File: src/rtl/core/xxh_pkg.sv
package xxh_pkg;

  localparam logic [63:0] PRIME1 = 64'h9E3779B185EBCA87;
  localparam logic [63:0] PRIME2 = 64'hC2B2AE3D27D4EB4F;
  localparam logic [63:0] PRIME3 = 64'h165667B19E3779F9;
  localparam logic [63:0] PRIME4 = 64'h85EBCA77C2B2AE63;
  localparam logic [63:0] PRIME5 = 64'h27D4EB2F165667C5;

  localparam int unsigned BUF_BYTES = 40;
  localparam int unsigned STRIPE_BYTES = 32;

  typedef enum logic [4:0] {
    OP_ROUND_A,
    OP_ROUND_B,
    OP_STRIPE_SHIFT,
    OP_FIN_INIT,
    OP_MERGE_A,
    OP_MERGE_B,
    OP_MERGE_C,
    OP_ADD_LEN,
    OP_T8_A,
    OP_T8_B,
    OP_T8_C,
    OP_T4_A,
    OP_T4_B,
    OP_T1_A,
    OP_T1_B,
    OP_AV_A,
    OP_AV_B
  } dp_op_t;

  typedef struct packed {
    dp_op_t     op;
    logic [1:0] lane;
    logic       load;
    logic       mul_start;
    logic       wb;
    logic       exec;
    logic       emit;
  } dp_cmd_t;

  typedef struct packed {
    logic stripe_full;
    logic long_msg;
    logic fill_ge8;
    logic fill_ge4;
    logic fill_nz;
    logic mul_done;
    logic out_free;
  } dp_status_t;

  function automatic logic [63:0] rotl64(input logic [63:0] x, input logic [5:0] r);
    rotl64 = (x << r) | (x >> (7'd64 - {1'b0, r}));
  endfunction

endpackage

File: src/rtl/core/xxh_ctrl.sv
module xxh_ctrl
  import xxh_pkg::*;
(
  input  logic       clk,
  input  logic       rst_n,
  input  logic       in_valid,
  input  logic       in_last_word,
  output logic       in_stall,
  input  dp_status_t status,
  output dp_cmd_t    cmd
);

  typedef enum logic [6:0] {
    S_IDLE  = 7'b0000001,
    S_CHECK = 7'b0000010,
    S_EXEC  = 7'b0000100,
    S_MUL   = 7'b0001000,
    S_WAIT  = 7'b0010000,
    S_TAIL  = 7'b0100000,
    S_EMIT  = 7'b1000000
  } state_t;

  state_t     state_r, state_nxt;
  dp_op_t     op_r, op_nxt;
  logic [1:0] lane_r, lane_nxt;
  logic       last_r, last_nxt;

  always_comb begin
    state_nxt = state_r;
    op_nxt    = op_r;
    lane_nxt  = lane_r;
    last_nxt  = last_r;
    unique case (state_r)
      S_IDLE: begin
        if (in_valid) begin
          last_nxt  = in_last_word;
          state_nxt = S_CHECK;
        end
      end
      S_CHECK: begin
        if (status.stripe_full) begin
          op_nxt    = OP_ROUND_A;
          lane_nxt  = 2'd0;
          state_nxt = S_MUL;
        end else if (last_r) begin
          op_nxt    = OP_FIN_INIT;
          state_nxt = S_EXEC;
        end else begin
          state_nxt = S_IDLE;
        end
      end
      S_EXEC: begin
        unique case (op_r)
          OP_STRIPE_SHIFT: state_nxt = S_CHECK;
          OP_FIN_INIT: begin
            if (status.long_msg) begin
              op_nxt    = OP_MERGE_A;
              lane_nxt  = 2'd0;
              state_nxt = S_MUL;
            end else begin
              state_nxt = S_TAIL;
            end
          end
          default: state_nxt = S_TAIL;
        endcase
      end
      S_MUL: state_nxt = S_WAIT;
      S_WAIT: begin
        if (status.mul_done) begin
          state_nxt = S_MUL;
          unique case (op_r)
            OP_ROUND_A: op_nxt = OP_ROUND_B;
            OP_ROUND_B: begin
              if (lane_r == 2'd3) begin
                op_nxt    = OP_STRIPE_SHIFT;
                state_nxt = S_EXEC;
              end else begin
                op_nxt   = OP_ROUND_A;
                lane_nxt = lane_r + 2'd1;
              end
            end
            OP_MERGE_A: op_nxt = OP_MERGE_B;
            OP_MERGE_B: op_nxt = OP_MERGE_C;
            OP_MERGE_C: begin
              if (lane_r == 2'd3) begin
                op_nxt    = OP_ADD_LEN;
                state_nxt = S_EXEC;
              end else begin
                op_nxt   = OP_MERGE_A;
                lane_nxt = lane_r + 2'd1;
              end
            end
            OP_T8_A: op_nxt = OP_T8_B;
            OP_T8_B: op_nxt = OP_T8_C;
            OP_T4_A: op_nxt = OP_T4_B;
            OP_T1_A: op_nxt = OP_T1_B;
            OP_AV_A: op_nxt = OP_AV_B;
            OP_AV_B: state_nxt = S_EMIT;
            default: state_nxt = S_TAIL;
          endcase
        end
      end
      S_TAIL: begin
        state_nxt = S_MUL;
        priority if (status.fill_ge8) begin
          op_nxt = OP_T8_A;
        end else if (status.fill_ge4) begin
          op_nxt = OP_T4_A;
        end else if (status.fill_nz) begin
          op_nxt = OP_T1_A;
        end else begin
          op_nxt = OP_AV_A;
        end
      end
      S_EMIT: begin
        if (status.out_free) begin
          state_nxt = S_IDLE;
        end
      end
      default: state_nxt = S_IDLE;
    endcase
  end

  always_ff @(posedge clk) begin
    op_r   <= op_nxt;
    lane_r <= lane_nxt;
    last_r <= last_nxt;
    if (!rst_n) begin
      state_r <= S_IDLE;
    end else begin
      state_r <= state_nxt;
    end
  end

  assign in_stall      = (state_r != S_IDLE);
  assign cmd.op        = op_r;
  assign cmd.lane      = lane_r;
  assign cmd.load      = (state_r == S_IDLE) && in_valid;
  assign cmd.mul_start = (state_r == S_MUL);
  assign cmd.wb        = (state_r == S_WAIT) && status.mul_done;
  assign cmd.exec      = (state_r == S_EXEC);
  assign cmd.emit      = (state_r == S_EMIT) && status.out_free;

endmodule
File: config.mk
export PLATFORM = sky130hd
export DESIGN_NAME = xxh_ctrl
export DESIGN_NICKNAME = d
export VERILOG_FILES = /design/src/rtl/core/xxh_pkg.sv /design/src/rtl/core/xxh_ctrl.sv
export SDC_FILE = /design/constraint.sdc
export NUM_CORES = 1
export LEC_CHECK = 0
export BUFFER_PORTS_ARGS = -buffer_cell sky130_fd_sc_hd__buf_2
export CORE_MARGIN = 2
export CORE_UTILIZATION = 58
export DETAILED_ROUTE_END_ITERATION = 16
export GPL_TIMING_DRIVEN = 1
export PLACE_DENSITY = 0.93
export SLEW_MARGIN = 25
export SYNTH_ARGS = -nofsm -noshare
export SYNTH_HDL_FRONTEND = slang
export SYNTH_SLANG_ARGS = --single-unit
export TNS_END_PERCENT = 10
File: constraint.sdc
create_clock -name clk -period 3.8 [get_ports clk]
set_input_delay 0.38 -clock clk [delete_from_list [all_inputs] [get_ports clk]]
set_output_delay 0.38 -clock clk [all_outputs]
set_load 0.1 [all_outputs]
==> impl_metrics.py <==
metrics = {
    "min_path": {
        "hold_path_class": "in2reg",
    },
    "grt": {
        "grt_first_pass_wirelength_um": 4440,
        "grt_start_max_net_pins": 16,
        "grt_usage_pct": 23.2,
        "antenna_found_initial": 0,
        "grt_pass1_vias": 1028,
        "grt.overflow.total": 0,
    },
    "synthesis": {
        "synthCells": 138,
        "async_flop_share_pct": 0,
        "syn_area_um2": 1190,
        "synth.top_cell.area_share_pct": 20.1,
        "synth_top_family_by_area": "simple AND/OR/NAND/NOR gates",
        "synth_mux_area_share_pct": 1.68,
        "synth_flop_cell": "edfxtp_1",
        "ys_seq_area_share_pct": 31.8,
        "ys_seq_elements": 15,
        "syn_avg_cell_area_um2": 8.66,
        "synth.area.top_cells": "edfxtp_1, dfxtp_1, nor2_1",
        "synth_top_area_cell": "edfxtp_1",
        "yosys.area_share.simple_pct": 31.3,
        "synth_common_cells": "nor2_1, inv_1, a21oi_1, edfxtp_1",
        "synth_cell_types": 52,
        "yosysWarnings": 0,
        "synth_xor_area_share_pct": 1.47,
        "synth_most_common_cell": "nor2_1",
        "synth_edf_count": 8,
        "synth_compound_area_share_pct": 20.8,
        "synthAdderAreaFrac_pct": 1.88,
        "synth_nets": 150,
    },
    "clocking": {
        "cts.root.buffer_cell": "clkbuf_4",
        "ctsHoldBuffers": 0,
        "cts_buffer_depth": 2,
        "h-tree-depth": 1,
        "cts-resized-gates": 0,
        "cts_made_buffers": 3,
        "cts_setup_buffers": 0,
        "cts_tree": "yes",
        "clk_pin_slew_ns": 0.09,
        "clock_latency_ns": 0.29,
        "clock_sinks": 15,
    },
    "finish": {
        "stdcell_count": 184,
        "fin_util_pct": 65.7,
        "stdcell_area_um2": 1290,
        "syn2layout_area_growth_pct": 7.85,
        "n_antenna_cell": 0,
        "nets": 170,
        "drive_gt1_share_pct": 22.3,
    },
    "detailed_routing": {
        "dr.pass1.iters": 4,
        "num_vias": 1141,
        "via_per_inst": 6.20,
        "detail-route-antenna-nets": 0,
        "drt-initial-drc-count": 39,
        "drc": 0,
        "wl_per_cell_um": 14.5,
        "drt_wl_total_um": 2670,
    },
    "timing": {
        "finalCritPeriodShare_pct": 63.1,
        "worst_slew_margin_rel_pct": 55.5,
        "rsz0062_at_grt": "no",
        "hold_viol": 0,
        "max_freq_mhz": 417,
        "fin_crit_ns": 2.40,
        "tightest_slew_ns": 0.663,
        "fin_skew_ns": 0.00848,
        "final-max-slew-violation-count": 0,
        "finalSetupTns_ns": 0,
        "finalSetupViolations": 0,
    },
    "setup_path": {
        "start_kind": "flip-flop",
        "critPathRequiredTime_ns": 3.42,
        "cp-end-kind": "output pin",
        "worstPathArrival_ns": 2.02,
        "worstSetupPathType": "reg2out",
        "crit_path_max_fanout": 10,
    },
    "floorplanning": {
        "dieArea_um2": 2440,
        "coreArea_um2": 1960,
        "ios": 24,
        "initial_core_util_pct": 60.9,
        "die_h_um": 49.4,
        "die_x_um": 49.4,
        "row_count": 16,
    },
    "placement": {
        "post-place-cells": 180,
        "placed_cell_area_um2": 1260,
        "place_congestion": 0.872,
        "port_buffers": 23,
        "dp_hpwl_um": 2120,
    },
    "pwr": {
        "vdd_ir_drop_max_mv": 0.497,
        "powerDensity_nw_per_um2": 489,
        "cellLeakagePower_nw": 0.558,
    },
    "run": {
        "cap_violations": 0,
    },
    "run_status": {
        "outcome": "finished clean",
    },
}
## layer usage
metal	global-route usage, %	up-vias	routed length (µm)
li1	-	555	-
met1	29.8	524	1130
met2	39.9	50	1300
met3	1.84	12	153
met4	9.72	0	83
met5	0	-	0
## registers in the layout, summed over array words and instances (netlist names)
signal and flops:
op_r 5, state_r 7, last_r 1, lane_r 2
## cell families (layout without fill, tap and decap cells)
kind of cell / Yosys count / count (layout)
buffers and inverters: 21 / 40
xor gates and xnor gates: 2 / 2
DFF: 15 / 15
adders and majority gates: 2 / 2
and+or+nand+nor: 62 / 62
muxes: 2 / 2
AOI/OAI and AO/OA: 34 / 34
## through the flow
step / hold slack, ns / worst slack, ns / power (mW)
detailed placement: 0.524 / 1.62 / 0.542
global route: 0.264 / 1.29 / 0.665
floorplan: 0.472 / 1.19 / 0.503
global placement: 0.510 / 1.72 / 0.531
CTS: 0.264 / 1.41 / 0.631
finish: 0.267 / 1.40 / 0.630
## cell type report
class	count	area, µm²
clock buffer	3	22.5
tap	27	33.8
sequential	15	380
inverter	13	48.8
multi-input combinational	102	683
clock inverter	1	5.00
timing repair buffer	23	115
fill	178	673
## power by group
group / internal, mW / switching, mW / total (mW) / leakage [nW]
Combinational: 0.0815 / 0.227 / 0.309 / 0.409
Clock: 0.0391 / 0.0519 / 0.0910 / 0.0177
Sequential: 0.192 / 0.0377 / 0.230 / 0.132
Total: 0.313 / 0.317 / 0.630 / 0.558
## critical path, stage by stage (launching register included)
cell	delay (ns)
dfxtp_1	0.42
nor2_1	0.39
nand4b_1	0.30
inv_1	0.17
buf_2	0.44
## layout by cell type, fill, tap and decap left out, types with 2 or more instances in the layout
cell,instances
nor3_1,4
o211ai_1,2
a21oi_1,8
nand4_1,2
dfxtp_1,7
edfxtp_1,8
nand3b_1,4
clkbuf_4,3
nand2b_1,3
nor3b_1,3
o221ai_1,2
inv_1,13
nor2_1,17
xor2_1,2
mux2i_1,2
nor2b_1,2
o21a_1,2
a31oi_1,2
nor4_1,2
nand4b_1,3
o21ai_0,4
nand2_1,4
buf_2,23
a22oi_1,2
nand3_1,7
## final timing paths
path	from	endpoint	slack (ns)	cells after the start
setup / recovery	state_r[4]	cmd[1]	1.40	4
hold / removal	in_last_word	last_r	0.27	1
setup reg to reg	op_r[2]	op_r[4]	1.61	4
hold reg to reg	last_r	state_r[2]	0.56	2
Note: power is estimated with default switching activity, not from simulation.
